--- src/hw/rtl/htfd_pkg.sv ---
// Shared types, constants and helper functions for the humidity and temperature
// frame decoder. Has no dependencies; every other file of the block imports it.
package htfd_pkg;

  // Result status codes, in priority order.
  localparam logic [1:0] ST_OK       = 2'd0;
  localparam logic [1:0] ST_BUS_ERR  = 2'd1;
  localparam logic [1:0] ST_TEMP_CRC = 2'd2;
  localparam logic [1:0] ST_HUM_CRC  = 2'd3;

  // Byte positions within the six-byte frame.
  localparam logic [2:0] POS_T_MSB = 3'd0;
  localparam logic [2:0] POS_T_LSB = 3'd1;
  localparam logic [2:0] POS_T_CRC = 3'd2;
  localparam logic [2:0] POS_H_MSB = 3'd3;
  localparam logic [2:0] POS_H_LSB = 3'd4;
  localparam logic [2:0] POS_H_CRC = 3'd5;

  // CRC-8 settings: polynomial x^8+x^5+x^4+1, preset to all ones.
  localparam logic [7:0] CRC_INIT = 8'hFF;
  localparam logic [7:0] CRC_POLY = 8'h31;

  // Scale factors and offsets of the conversions.
  localparam logic [14:0] TEMP_C_SCALE = 15'd17500;
  localparam logic [14:0] TEMP_F_SCALE = 15'd31500;
  localparam logic [14:0] HUM_SCALE    = 15'd10000;
  localparam logic [15:0] TEMP_C_OFS   = 16'd4500;
  localparam logic [15:0] TEMP_F_OFS   = 16'd4900;
  localparam logic [16:0] FULL_SCALE   = 17'd65535;

  // Depth of the job queue between the front and back parts.
  localparam int unsigned QDEPTH = 2;

  // One decoded frame waiting for conversion.
  typedef struct packed {
    logic [1:0]  status;
    logic [15:0] temp_raw;
    logic [15:0] humid_raw;
  } job_t;

  // Push request from the front part into the queue.
  typedef struct packed {
    logic valid;
    job_t job;
  } push_t;

  // Queue occupancy flags.
  typedef struct packed {
    logic full;
    logic empty;
  } qstat_t;

  // One byte of CRC-8, MSB first, eight shift steps.
  function automatic logic [7:0] crc8_byte(input logic [7:0] crc, input logic [7:0] b);
    logic [7:0] c;
    c = crc ^ b;
    for (int i = 0; i < 8; i++) begin
      if (c[7]) begin
        c = {c[6:0], 1'b0} ^ CRC_POLY;
      end else begin
        c = {c[6:0], 1'b0};
      end
    end
    return c;
  endfunction

  // Floor of n / 65535 for n below 2^31. With q = n >> 16 the remainder
  // n - q*65535 equals n[15:0] + q, which stays below twice the divisor,
  // so a single compare fixes the quotient.
  function automatic logic [14:0] div_full_scale(input logic [30:0] n);
    logic [14:0] q;
    logic [16:0] r;
    q = n[30:16];
    r = {1'b0, n[15:0]} + {2'b00, q};
    if (r >= FULL_SCALE) begin
      q = q + 15'd1;
    end
    return q;
  endfunction

endpackage

--- src/hw/rtl/humidity_temp_frame_decoder.sv ---
// Top level of the humidity and temperature frame decoder: front part, job
// queue and conversion back end. Depends on htfd_pkg, htfd_front, htfd_queue, htfd_back.

// The decoder takes one frame byte per clock cycle, every cycle, as long as the
// two-entry job queue has room. The front part tracks the byte position and runs
// the CRC-8 on each byte as it is taken, so bytes never wait on each other. After
// a frame's sixth byte is taken, its result passes through the queue and the
// product stage into the output register, where it sits until it is taken. Input
// stall rises only when the queue is full. That happens only after the output
// side has held off long enough for the output register, the product stage and
// both queue entries to fill.
module humidity_temp_frame_decoder import htfd_pkg::*; (
  input  logic               clk_i,
  input  logic               rst_ni,
  input  logic               in_valid_i,
  output logic               in_stall_o,
  input  logic [7:0]         rx_byte_i,
  input  logic               frame_start_i,
  input  logic               bus_error_i,
  output logic               out_valid_o,
  input  logic               out_stall_i,
  output logic [1:0]         status_o,
  output logic signed [14:0] temp_centi_c_o,
  output logic signed [15:0] temp_centi_f_o,
  output logic [13:0]        humid_centi_pct_o
);

  logic   in_accept;
  push_t  push;
  job_t   head;
  qstat_t qstat;
  logic   pop;

  // Input request handshake.
  assign in_stall_o = qstat.full;
  assign in_accept  = in_valid_i && !in_stall_o;

  htfd_front u_front (
    .clk_i         (clk_i),
    .rst_ni        (rst_ni),
    .accept_i      (in_accept),
    .rx_byte_i     (rx_byte_i),
    .frame_start_i (frame_start_i),
    .bus_error_i   (bus_error_i),
    .push_o        (push)
  );

  htfd_queue u_queue (
    .clk_i  (clk_i),
    .rst_ni (rst_ni),
    .push_i (push),
    .pop_i  (pop),
    .head_o (head),
    .stat_o (qstat)
  );

  htfd_back u_back (
    .clk_i             (clk_i),
    .rst_ni            (rst_ni),
    .head_i            (head),
    .qstat_i           (qstat),
    .pop_o             (pop),
    .out_valid_o       (out_valid_o),
    .out_stall_i       (out_stall_i),
    .status_o          (status_o),
    .temp_centi_c_o    (temp_centi_c_o),
    .temp_centi_f_o    (temp_centi_f_o),
    .humid_centi_pct_o (humid_centi_pct_o)
  );

  // A finished frame is never offered to a full queue.
  a_no_overflow: assert property (@(posedge clk_i) disable iff (!rst_ni)
    !(push.valid && qstat.full))
    else $error("frame pushed into a full queue");

  // A failed frame carries zero readings.
  a_err_zero: assert property (@(posedge clk_i) disable iff (!rst_ni)
    (out_valid_o && status_o != ST_OK) |->
      (temp_centi_c_o == '0 && temp_centi_f_o == '0 && humid_centi_pct_o == '0))
    else $error("nonzero reading with error status");

  // Readings of a good frame stay inside the sensor range.
  a_range: assert property (@(posedge clk_i) disable iff (!rst_ni)
    (out_valid_o && status_o == ST_OK) |->
      (humid_centi_pct_o <= 14'd10000 && temp_centi_c_o >= -15'sd4500
       && temp_centi_f_o >= -16'sd4900))
    else $error("reading out of range");

  // The back end only pops when the queue holds an entry.
  a_pop_nonempty: assert property (@(posedge clk_i) disable iff (!rst_ni)
    pop |-> !qstat.empty)
    else $error("pop from an empty queue");

endmodule

--- src/hw/rtl/htfd_front.sv ---
// Front part of the frame decoder: tracks the byte position, runs the CRC-8
// and collects the raw words. Depends on htfd_pkg.
module htfd_front import htfd_pkg::*; (
  input  logic       clk_i,
  input  logic       rst_ni,
  input  logic       accept_i,
  input  logic [7:0] rx_byte_i,
  input  logic       frame_start_i,
  input  logic       bus_error_i,
  output push_t      push_o
);

  logic [2:0]  byte_pos_q, byte_pos_d;
  logic [7:0]  crc_q, crc_d;
  logic [15:0] temp_raw_q, temp_raw_d;
  logic [15:0] humid_raw_q, humid_raw_d;
  logic        temp_ok_q, temp_ok_d;
  logic [2:0]  pos;
  logic [7:0]  crc_run;
  logic [1:0]  status;

  // Effective position: a frame start or an out-of-range count restarts the frame.
  always_comb begin
    if (frame_start_i || byte_pos_q > POS_H_CRC) begin
      pos = POS_T_MSB;
    end else begin
      pos = byte_pos_q;
    end
  end

  // CRC update; the first byte of each word starts from the preset.
  assign crc_run = crc8_byte((pos == POS_T_MSB || pos == POS_H_MSB) ? CRC_INIT : crc_q,
                             rx_byte_i);

  // Status of a complete frame, in priority order.
  always_comb begin
    if (bus_error_i) begin
      status = ST_BUS_ERR;
    end else if (!temp_ok_q) begin
      status = ST_TEMP_CRC;
    end else if (crc_q != rx_byte_i) begin
      status = ST_HUM_CRC;
    end else begin
      status = ST_OK;
    end
  end

  // Next state for each byte of the frame.
  always_comb begin
    byte_pos_d  = byte_pos_q;
    crc_d       = crc_q;
    temp_raw_d  = temp_raw_q;
    humid_raw_d = humid_raw_q;
    temp_ok_d   = temp_ok_q;
    if (accept_i) begin
      case (pos)
        POS_T_MSB: begin
          crc_d      = crc_run;
          temp_raw_d = {rx_byte_i, temp_raw_q[7:0]};
          byte_pos_d = POS_T_LSB;
        end
        POS_T_LSB: begin
          crc_d      = crc_run;
          temp_raw_d = {temp_raw_q[15:8], rx_byte_i};
          byte_pos_d = POS_T_CRC;
        end
        POS_T_CRC: begin
          temp_ok_d  = (crc_q == rx_byte_i);
          crc_d      = CRC_INIT;
          byte_pos_d = POS_H_MSB;
        end
        POS_H_MSB: begin
          crc_d       = crc_run;
          humid_raw_d = {rx_byte_i, humid_raw_q[7:0]};
          byte_pos_d  = POS_H_LSB;
        end
        POS_H_LSB: begin
          crc_d       = crc_run;
          humid_raw_d = {humid_raw_q[15:8], rx_byte_i};
          byte_pos_d  = POS_H_CRC;
        end
        default: begin
          crc_d      = CRC_INIT;
          byte_pos_d = POS_T_MSB;
        end
      endcase
    end
  end

  // The sixth byte hands a finished frame to the queue.
  always_comb begin
    push_o.valid         = accept_i && (pos == POS_H_CRC);
    push_o.job.status    = status;
    push_o.job.temp_raw  = temp_raw_q;
    push_o.job.humid_raw = humid_raw_q;
  end

  // Frame state registers.
  always_ff @(posedge clk_i or negedge rst_ni) begin
    if (!rst_ni) begin
      byte_pos_q  <= POS_T_MSB;
      crc_q       <= CRC_INIT;
      temp_raw_q  <= '0;
      humid_raw_q <= '0;
      temp_ok_q   <= 1'b0;
    end else begin
      byte_pos_q  <= byte_pos_d;
      crc_q       <= crc_d;
      temp_raw_q  <= temp_raw_d;
      humid_raw_q <= humid_raw_d;
      temp_ok_q   <= temp_ok_d;
    end
  end

endmodule

--- src/hw/rtl/htfd_queue.sv ---
// Short job queue that decouples frame decoding from conversion.
// Depends on htfd_pkg.
module htfd_queue import htfd_pkg::*; (
  input  logic   clk_i,
  input  logic   rst_ni,
  input  push_t  push_i,
  input  logic   pop_i,
  output job_t   head_o,
  output qstat_t stat_o
);

  localparam int unsigned PtrW = $clog2(QDEPTH);
  localparam int unsigned CntW = $clog2(QDEPTH + 1);

  job_t            mem_q [QDEPTH];
  logic [PtrW-1:0] wr_ptr_q, rd_ptr_q;
  logic [CntW-1:0] count_q;
  logic            do_push, do_pop;

  assign stat_o.full  = (count_q == CntW'(QDEPTH));
  assign stat_o.empty = (count_q == '0);
  assign do_push      = push_i.valid && !stat_o.full;
  assign do_pop       = pop_i && !stat_o.empty;
  assign head_o       = mem_q[rd_ptr_q];

  // Entry storage.
  always_ff @(posedge clk_i) begin
    if (do_push) begin
      mem_q[wr_ptr_q] <= push_i.job;
    end
  end

  // Pointers and fill count.
  always_ff @(posedge clk_i or negedge rst_ni) begin
    if (!rst_ni) begin
      wr_ptr_q <= '0;
      rd_ptr_q <= '0;
      count_q  <= '0;
    end else begin
      if (do_push) begin
        wr_ptr_q <= (wr_ptr_q == PtrW'(QDEPTH - 1)) ? '0 : wr_ptr_q + PtrW'(1);
      end
      if (do_pop) begin
        rd_ptr_q <= (rd_ptr_q == PtrW'(QDEPTH - 1)) ? '0 : rd_ptr_q + PtrW'(1);
      end
      if (do_push && !do_pop) begin
        count_q <= count_q + CntW'(1);
      end else if (do_pop && !do_push) begin
        count_q <= count_q - CntW'(1);
      end
    end
  end

endmodule

--- src/hw/rtl/htfd_back.sv ---
// Back part of the frame decoder: two-stage conversion pipeline from raw words
// to scaled readings, ending in the output register. Depends on htfd_pkg.
module htfd_back import htfd_pkg::*; (
  input  logic               clk_i,
  input  logic               rst_ni,
  input  job_t               head_i,
  input  qstat_t             qstat_i,
  output logic               pop_o,
  output logic               out_valid_o,
  input  logic               out_stall_i,
  output logic [1:0]         status_o,
  output logic signed [14:0] temp_centi_c_o,
  output logic signed [15:0] temp_centi_f_o,
  output logic [13:0]        humid_centi_pct_o
);

  // Product stage.
  logic        a_valid_q;
  logic [1:0]  a_status_q;
  logic [30:0] a_tc_q, a_tf_q, a_hp_q;
  // Output stage.
  logic        o_valid_q;
  logic [1:0]  o_status_q;
  logic [14:0] o_tc_q;
  logic [15:0] o_tf_q;
  logic [13:0] o_hp_q;
  logic        adv_o, adv_a;
  logic [14:0] q_tc, q_tf, q_hp;
  logic [15:0] tc_val, tf_val;

  // A stage moves when it is empty or its successor moves.
  assign adv_o = !o_valid_q || !out_stall_i;
  assign adv_a = !a_valid_q || adv_o;
  assign pop_o = adv_a && !qstat_i.empty;

  // Quotients by full scale, then the offsets.
  assign q_tc   = div_full_scale(a_tc_q);
  assign q_tf   = div_full_scale(a_tf_q);
  assign q_hp   = div_full_scale(a_hp_q);
  assign tc_val = {1'b0, q_tc} - TEMP_C_OFS;
  assign tf_val = {1'b0, q_tf} - TEMP_F_OFS;

  // Valid bits of both stages.
  always_ff @(posedge clk_i or negedge rst_ni) begin
    if (!rst_ni) begin
      a_valid_q <= 1'b0;
      o_valid_q <= 1'b0;
    end else begin
      if (adv_a) begin
        a_valid_q <= !qstat_i.empty;
      end
      if (adv_o) begin
        o_valid_q <= a_valid_q;
      end
    end
  end

  // Scale products of the raw words.
  always_ff @(posedge clk_i) begin
    if (pop_o) begin
      a_status_q <= head_i.status;
      a_tc_q     <= 31'(head_i.temp_raw * TEMP_C_SCALE);
      a_tf_q     <= 31'(head_i.temp_raw * TEMP_F_SCALE);
      a_hp_q     <= 31'(head_i.humid_raw * HUM_SCALE);
    end
  end

  // Output register; readings are zero unless the frame is good.
  always_ff @(posedge clk_i) begin
    if (adv_o && a_valid_q) begin
      o_status_q <= a_status_q;
      if (a_status_q == ST_OK) begin
        o_tc_q <= tc_val[14:0];
        o_tf_q <= tf_val;
        o_hp_q <= q_hp[13:0];
      end else begin
        o_tc_q <= '0;
        o_tf_q <= '0;
        o_hp_q <= '0;
      end
    end
  end

  assign out_valid_o       = o_valid_q;
  assign status_o          = o_status_q;
  assign temp_centi_c_o    = o_tc_q;
  assign temp_centi_f_o    = o_tf_q;
  assign humid_centi_pct_o = o_hp_q;

endmodule
--- config.mk ---
export PLATFORM = sky130hd
export DESIGN_NAME = humidity_temp_frame_decoder
export DESIGN_NICKNAME = d
export VERILOG_FILES = /design/src/hw/rtl/htfd_pkg.sv /design/src/hw/rtl/humidity_temp_frame_decoder.sv /design/src/hw/rtl/htfd_front.sv /design/src/hw/rtl/htfd_queue.sv /design/src/hw/rtl/htfd_back.sv
export SDC_FILE = /design/constraint.sdc
export NUM_CORES = 1
export LEC_CHECK = 0
export BUFFER_PORTS_ARGS = -buffer_cell sky130_fd_sc_hd__buf_2
export CORE_MARGIN = 4
export CORE_UTILIZATION = 60
export CTS_BUF_LIST = sky130_fd_sc_hd__clkbuf_8
export CTS_CLUSTER_SIZE = 40
export DETAILED_ROUTE_END_ITERATION = 12
export GPL_TIMING_DRIVEN = 1
export PLACE_DENSITY_LB_ADDON = 0.15
export SETUP_SLACK_MARGIN = 0.5
export SYNTH_ARGS = -nofsm -noshare
export SYNTH_HDL_FRONTEND = slang
export SYNTH_SLANG_ARGS = --single-unit
--- constraint.sdc ---
create_clock -name clk_i -period 6.95 [get_ports clk_i]
set_clock_uncertainty 0.05 [all_clocks]
set_input_delay 0.695 -clock clk_i [delete_from_list [all_inputs] [get_ports clk_i]]
set_output_delay 0.695 -clock clk_i [all_outputs]
set_load 0.03 [all_outputs]
==> out/results.ini, run 1 <==
[worst_setup_path]
path_delay_family=adder cells
crit_slowest_cell=dfrtp_4
cp.required_ns=7.24
arrival_ns=6.56
cpPeakStageDelay_ns=0.55
path_buf_inv=5
worstReg2RegEnd=u_back.a_tf_q[27]
startpoint=u_queue.rd_ptr_q
rr_startpoint=u_queue.rd_ptr_q
worst-r2r-setup-slack_ns=0.68
end_kind=flop
crit_type=reg2reg
startpoint_type=flop
cp_max_fo=7
crit_top_cell=fa_1
worstPathCellList=buf_8 > mux2i_4 > inv_2 > buf_4 > fa_1 > inv_1 > fa_1 > fa_1 > fa_1 > fa_1 > inv_1 > ha_1 > or2_2 > a21oi_2 > a31oi_1 > a41o_1 > o41ai_4 > o21bai_1 > a21oi_1 > xnor2_1
r2r_cells=20

[cts]
cts-root-buf=clkbuf_8
cts_tree=done
cts.reportedPaths.clkPinSlew_ns=0.07
hold_buffers=0
htree_levels=2
cts_made_buffers=43
clk_path_buf_depth=3
clock-sinks=249
worstSkewPairLatency_ns=0.62

[synth]
synth_area_per_cell_sq_um=10.7
synth-edff-count=199
synth.ff_latch_count=249
ys_seq_area_share_pct=32.4
async_flop_share_pct=20.1
netlist_instances=2085
synth-adder-area-share_pct=30.9
synth_xor_area_share_pct=5.92
synth_top_family_by_area=adder cells
synth-simple-area-share_pct=9.62
synth_mux_area_share_pct=3.36
synthDistinctLibCells=95
syn_nets=2556
synth-compound-area-share_pct=11.4
ys_warn_count=0
netlist_area_sq_mm=0.0223
synthFlopType=edfxtp_1

[timing]
fin_crit_sh_pct=90.2
setup-tns-final_ns=0
hold_violations=0
period_minus_slack_ns=6.27
layout_setup_ws_ns=0.679
relSlewSlack_pct=25.6
setup_viol=0
fmax_ghz=0.159
final-max-slew-violation-count=0
worstMarginPinSlew_ns=1.11
grt_setup_unrepaired=false

[finish]
syn_to_final_growth_pct=10.0
final_util_pct=66.9
fill_cells=2765
multi_input_area_sq_mm=0.0139
drive_gt1_share_pct=13.7
antenna_cells=0
regArea_sq_mm=0.00724
final_nets=2677

[floorplan]
die_x_um=201
core_region_area_sq_mm=0.0367
fp-row-count=70
die-area_sq_mm=0.0404
pin_count=63
die_y_um=201
start_util_pct=60.8

[status]
status=completed

[min_path]
hold_class=in2async

[placed_design]
hpwl_um=38700
preCtsSetupSlack_ns=0.0283
io_buffers=62
gp_congestion=0.921

[routing]
first_iter_violations=848
wl_per_cell_um=18.1
antenna_left=0
num_vias=15600
routed_wl_um=48900
vias_per_cell=5.78
drc=0
drtPass1Iterations=4

[global_routing]
grt_max_degree=80
grtUsageTotal_pct=24.0
grt_antenna_before_repair=0
grt_pass1_wl_um=79500
overflow=0
grt_pass1_vias=15500

[flow_run]
drv_cap=0

state kept, by name (all words and copies together) (netlist names):
register                  count
u_queue.rd_ptr_q              1
u_back.status_o               2
u_front.crc_q                 8
u_back.temp_centi_f_o        16
u_back.humid_centi_pct_o     14
u_front.byte_pos_q            3
u_front.temp_raw_q           16
u_back.a_valid_q              1
u_queue.mem_q                68
u_front.humid_raw_q          16
u_queue.wr_ptr_q              1
u_back.a_hp_q                26
u_back.a_tf_q                27
u_back.out_valid_o            1
u_back.temp_centi_c_o        15
u_back.a_tc_q                29
u_front.temp_ok_q             1
u_queue.count_q               2
u_back.a_status_q             2
what timing repair did:
item / in CTS / in global routing
buffers inserted: 3 / 23
endpoints found under the setup margin: 12 / 17
gates cloned: 0 / 0
gates resized for setup: 9 / 43
pin swaps: 1 / 7
cell usage in the layout (no fill, tap or decap), drive strengths merged, types with 15 or more instances in the layout:
cell type and n:
o21ai 49, o21a 16, nand2 100, a21oi 82
nor3 40, fa 157, or3 16, nor2 116
ha 300, and3 20, dfrtp 42, xor2 38
clkbuf 45, edfxtp 199, xnor2 113, mux2i 33
nand4 23, clkinv 15, a21o 31, inv 347
a211oi 17, a2111oi 15, a31oi 20, mux2 37
nand3 43, buf 114
kinds of logic after synthesis:
logic type / count (synthesis)
mux: 70
flops: 249
xor+xnor: 151
compound gates: 346
buf+inv: 377
fa+ha+maj: 457
simple gates: 435
area by class of cell:
class | count | share of cell area [%]
flip-flops and latches | 249 | 29.5
clock inverters | 27 | 0.688
well taps | 468 | 2.38
clock buffers | 45 | 2.52
multi-input cells | 1459 | 56.7
inverters | 339 | 5.22
repair buffers | 114 | 3.00
how the worst max path moves through the flow:
stage	end	slack, ns	depth (start not counted)
floorplan	u_back.a_tc_q[27]	0.51	23
global placement	u_back.a_tc_q[30]	0.25	21
detailed placement	u_back.a_tc_q[30]	0.03	21
CTS	u_back.a_tc_q[27]	0.51	21
global route	u_back.a_tf_q[27]	0.44	20
finish	u_back.a_tf_q[27]	0.68	20
per-stage QoR:
step	cell area (sq um)	std cells	hold WS, ns
global placement	23300	2603	0.394
global route	24600	2701	0.160
floorplan	22400	2085	0.349
detailed placement	23300	2603	0.401
CTS	24200	2678	0.113
finish	24600	2701	0.134
synthesized netlist by cell type (9+ instances only):
library cell / n / area share (%)
a211oi_1: 14 / 0.47
a21o_1: 31 / 1.0
a21oi_1: 78 / 1.7
a31oi_1: 20 / 0.56
and2_1: 14 / 0.39
and3_1: 19 / 0.53
clkbuf_1: 28 / 0.47
dfrtp_1: 42 / 4.7
edfxtp_1: 199 / 27
fa_1: 157 / 14
ha_1: 300 / 17
inv_1: 339 / 5.7
mux2_2: 36 / 1.8
mux2i_1: 33 / 1.5
nand2_1: 97 / 1.6
nand2b_1: 12 / 0.34
nand3_1: 43 / 0.96
nand4_1: 22 / 0.62
nor2_1: 115 / 1.9
nor2b_1: 9 / 0.25
nor3_1: 39 / 0.87
nor4_1: 9 / 0.25
o211ai_1: 14 / 0.47
o21a_1: 16 / 0.54
o21ai_0: 41 / 0.92
o21bai_1: 14 / 0.47
or2_2: 11 / 0.31
or3_1: 16 / 0.45
xnor2_1: 113 / 4.4
xor2_1: 38 / 1.5
metal layers:
metal,share of wire [%],GRT usage (%)
met1,46,34.5
met2,47,38.7
met3,4.9,3.09
met4,2.4,6.86
met5,0,0
Power of run 1 is not shown: default switching activity piles up to over one toggle a cycle in this logic, so the estimate is an artifact.
==> run 2: changes to the inputs <==
clock period = 5.2 ns   (was 6.95 ns; I/O delays follow)
==> run 2 against run 1 <==
The flow now finishes with violations (negative setup slack). Non-clock buffer count increased by 238. Via count increased by 9.2%. Routed wire length increased by 13%. Register-to-register slack got worse by 1.4 ns. Clock-buffer cell count increased by 3. Highest routed layer unchanged. Fmax increased by 6.4%.
==> out/results.ini, run 2 (synthesis gave the netlist of run 1 again) <==
[status]
status=complete, but fails checks
violations=negative setup slack

[timing]
fmax_ghz=0.170
grt_setup_unrepaired=true
relSlewSlack_pct=26.9
hold_violations=0
setup_viol=28
worstMarginPinSlew_ns=1.10
setup-tns-final_ns=-11.68
period_minus_slack_ns=5.89
layout_setup_ws_ns=-0.695
final-max-slew-violation-count=0
fin_crit_sh_pct=113

[cts]
hold_buffers=0
cts_tree=done
cts_made_buffers=42
htree_levels=2
worstSkewPairLatency_ns=0.61
clock-sinks=249
cts-root-buf=clkbuf_8
clk_path_buf_depth=3
cts.reportedPaths.clkPinSlew_ns=0.06

[routing]
drc=0
vias_per_cell=5.80
num_vias=17100
drtPass1Iterations=6
antenna_left=0
wl_per_cell_um=18.8
routed_wl_um=55500
first_iter_violations=1055

[floorplan]
start_util_pct=60.8
die-area_sq_mm=0.0404
core_region_area_sq_mm=0.0367
pin_count=63
die_x_um=201
die_y_um=201
fp-row-count=70

[global_routing]
grtUsageTotal_pct=25.9
grt_pass1_wl_um=86000
grt_max_degree=51
grt_antenna_before_repair=0
grt_pass1_vias=17300
overflow=0

[finish]
fill_cells=2257
most-common-layout-cells=inv_1 (305), ha_1 (257), buf_4 (252)
antenna_cells=0
regMostFlops=u_queue.mem_q
final_common_cell=inv_1
drive_gt1_share_pct=29.7
top_regs=u_queue.mem_q (68), u_back.a_tc_q (29), u_back.a_tf_q (27)
largest_reg_flops=68
syn_to_final_growth_pct=25.1
final_nets=2914

[worst_setup_path]
cp.required_ns=5.51
end_kind=flop
startpoint_type=flop
arrival_ns=6.20
crit_type=reg2reg
cp_max_fo=6

[placed_design]
io_buffers=62
gp_congestion=0.925
hpwl_um=41100

[min_path]
hold_class=in2async

[flow_run]
drv_cap=0

-- run 2: changes by cell type in the layout (fill, tap and decap cells not counted), moves of 15 or more --
cell | before | now
buf_4 | 48 | 252
inv_2 | 7 | 29
a21oi_2 | 8 | 23
ha_4 | 2 | 39
inv_1 | 335 | 305
buf_6 | 1 | 29
ha_1 | 297 | 257
a21oi_1 | 74 | 55
-- run 2: worst paths after layout --
path                                             start                endpoint  slack, ns  cells past startpoint
worst max-delay path                  u_queue.rd_ptr_q       u_back.a_tc_q[30]      -0.69                     25
worst min-delay path                            rst_ni  u_front.humid_raw_q[7]       0.10                      1
worst max register to register        u_queue.rd_ptr_q       u_back.a_tc_q[30]      -0.69                     25
worst min register to register  u_front.temp_raw_q[10]    u_queue.mem_q[1][26]       0.42                      0
max in group asynchronous                       rst_ni        u_queue.rd_ptr_q       4.25                      1
min in group clk_i                         out_stall_i      u_back.out_valid_o       0.15                      2
-- run 2: timing repair --
item | CTS | global route
setup buffers | 23 | 44
endpoints found under the setup margin | 47 | 60
gates resized for setup | 86 | 180
pin swaps | 86 | 110
gates cloned | 1 | 1
-- run 2: final cells by class --
type,count,area [sq um],share of cell area (%)
clock inverter,28,204,0.730
multi-input combinational,1459,15200,54.5
clock buffer,48,661,2.36
tap,468,586,2.10
sequential,249,7240,25.9
inverter,339,1310,4.67
timing repair buffer,352,2720,9.75
-- run 2: routing by layer --
layer | up-vias | global-route usage [%] | routed length (um)
li1 | 8036 | - | -
met1 | 8368 | 35.6 | 23600
met2 | 546 | 43.1 | 27100
met3 | 109 | 4.49 | 3300
met4 | 0 | 6.91 | 1480
met5 | - | 0 | 0
-- run 2: through the flow --
| stage | utilization, % | hold slack (ns) | instances | cell area (sq um) | worst slack (ns) |
|---|---|---|---|---|---|
| 2_1_floorplan | - | 0.174 | 2085 | 22800 | -0.794 |
| 3_3_place_gp | 68.6 | 0.394 | 2798 | 25200 | -0.755 |
| 3_5_place_dp | 68.6 | 0.407 | 2798 | 25200 | -0.934 |
| 4_1_cts | 72.7 | 0.0945 | 2898 | 26700 | -0.636 |
| 5_1_grt | 76.1 | 0.135 | 2943 | 27900 | -0.905 |
| 6_report | 76.1 | 0.100 | 2943 | 27900 | -0.695 |
-- run 2: critical path, cell delays in order (launching register included) --
cell and delay, ns:
dfrtp_2 0.42, buf_12 0.12, buf_16 0.13, mux2i_4 0.28
inv_4 0.10, ha_4 0.26, fa_1 0.53, ha_4 0.22
ha_4 0.26, inv_2 0.03, fa_1 0.49, inv_2 0.06
fa_2 0.33, a21o_1 0.18, a21oi_2 0.17, o21bai_2 0.10
a2111oi_4 0.35, buf_4 0.19, nor3_4 0.05, o21ai_2 0.19
a2111oi_2 0.10, buf_4 0.17, nor3_4 0.25, nor2_2 0.08
a221o_1 0.37, a21o_1 0.17
Power of run 2 is left out for the same reason.
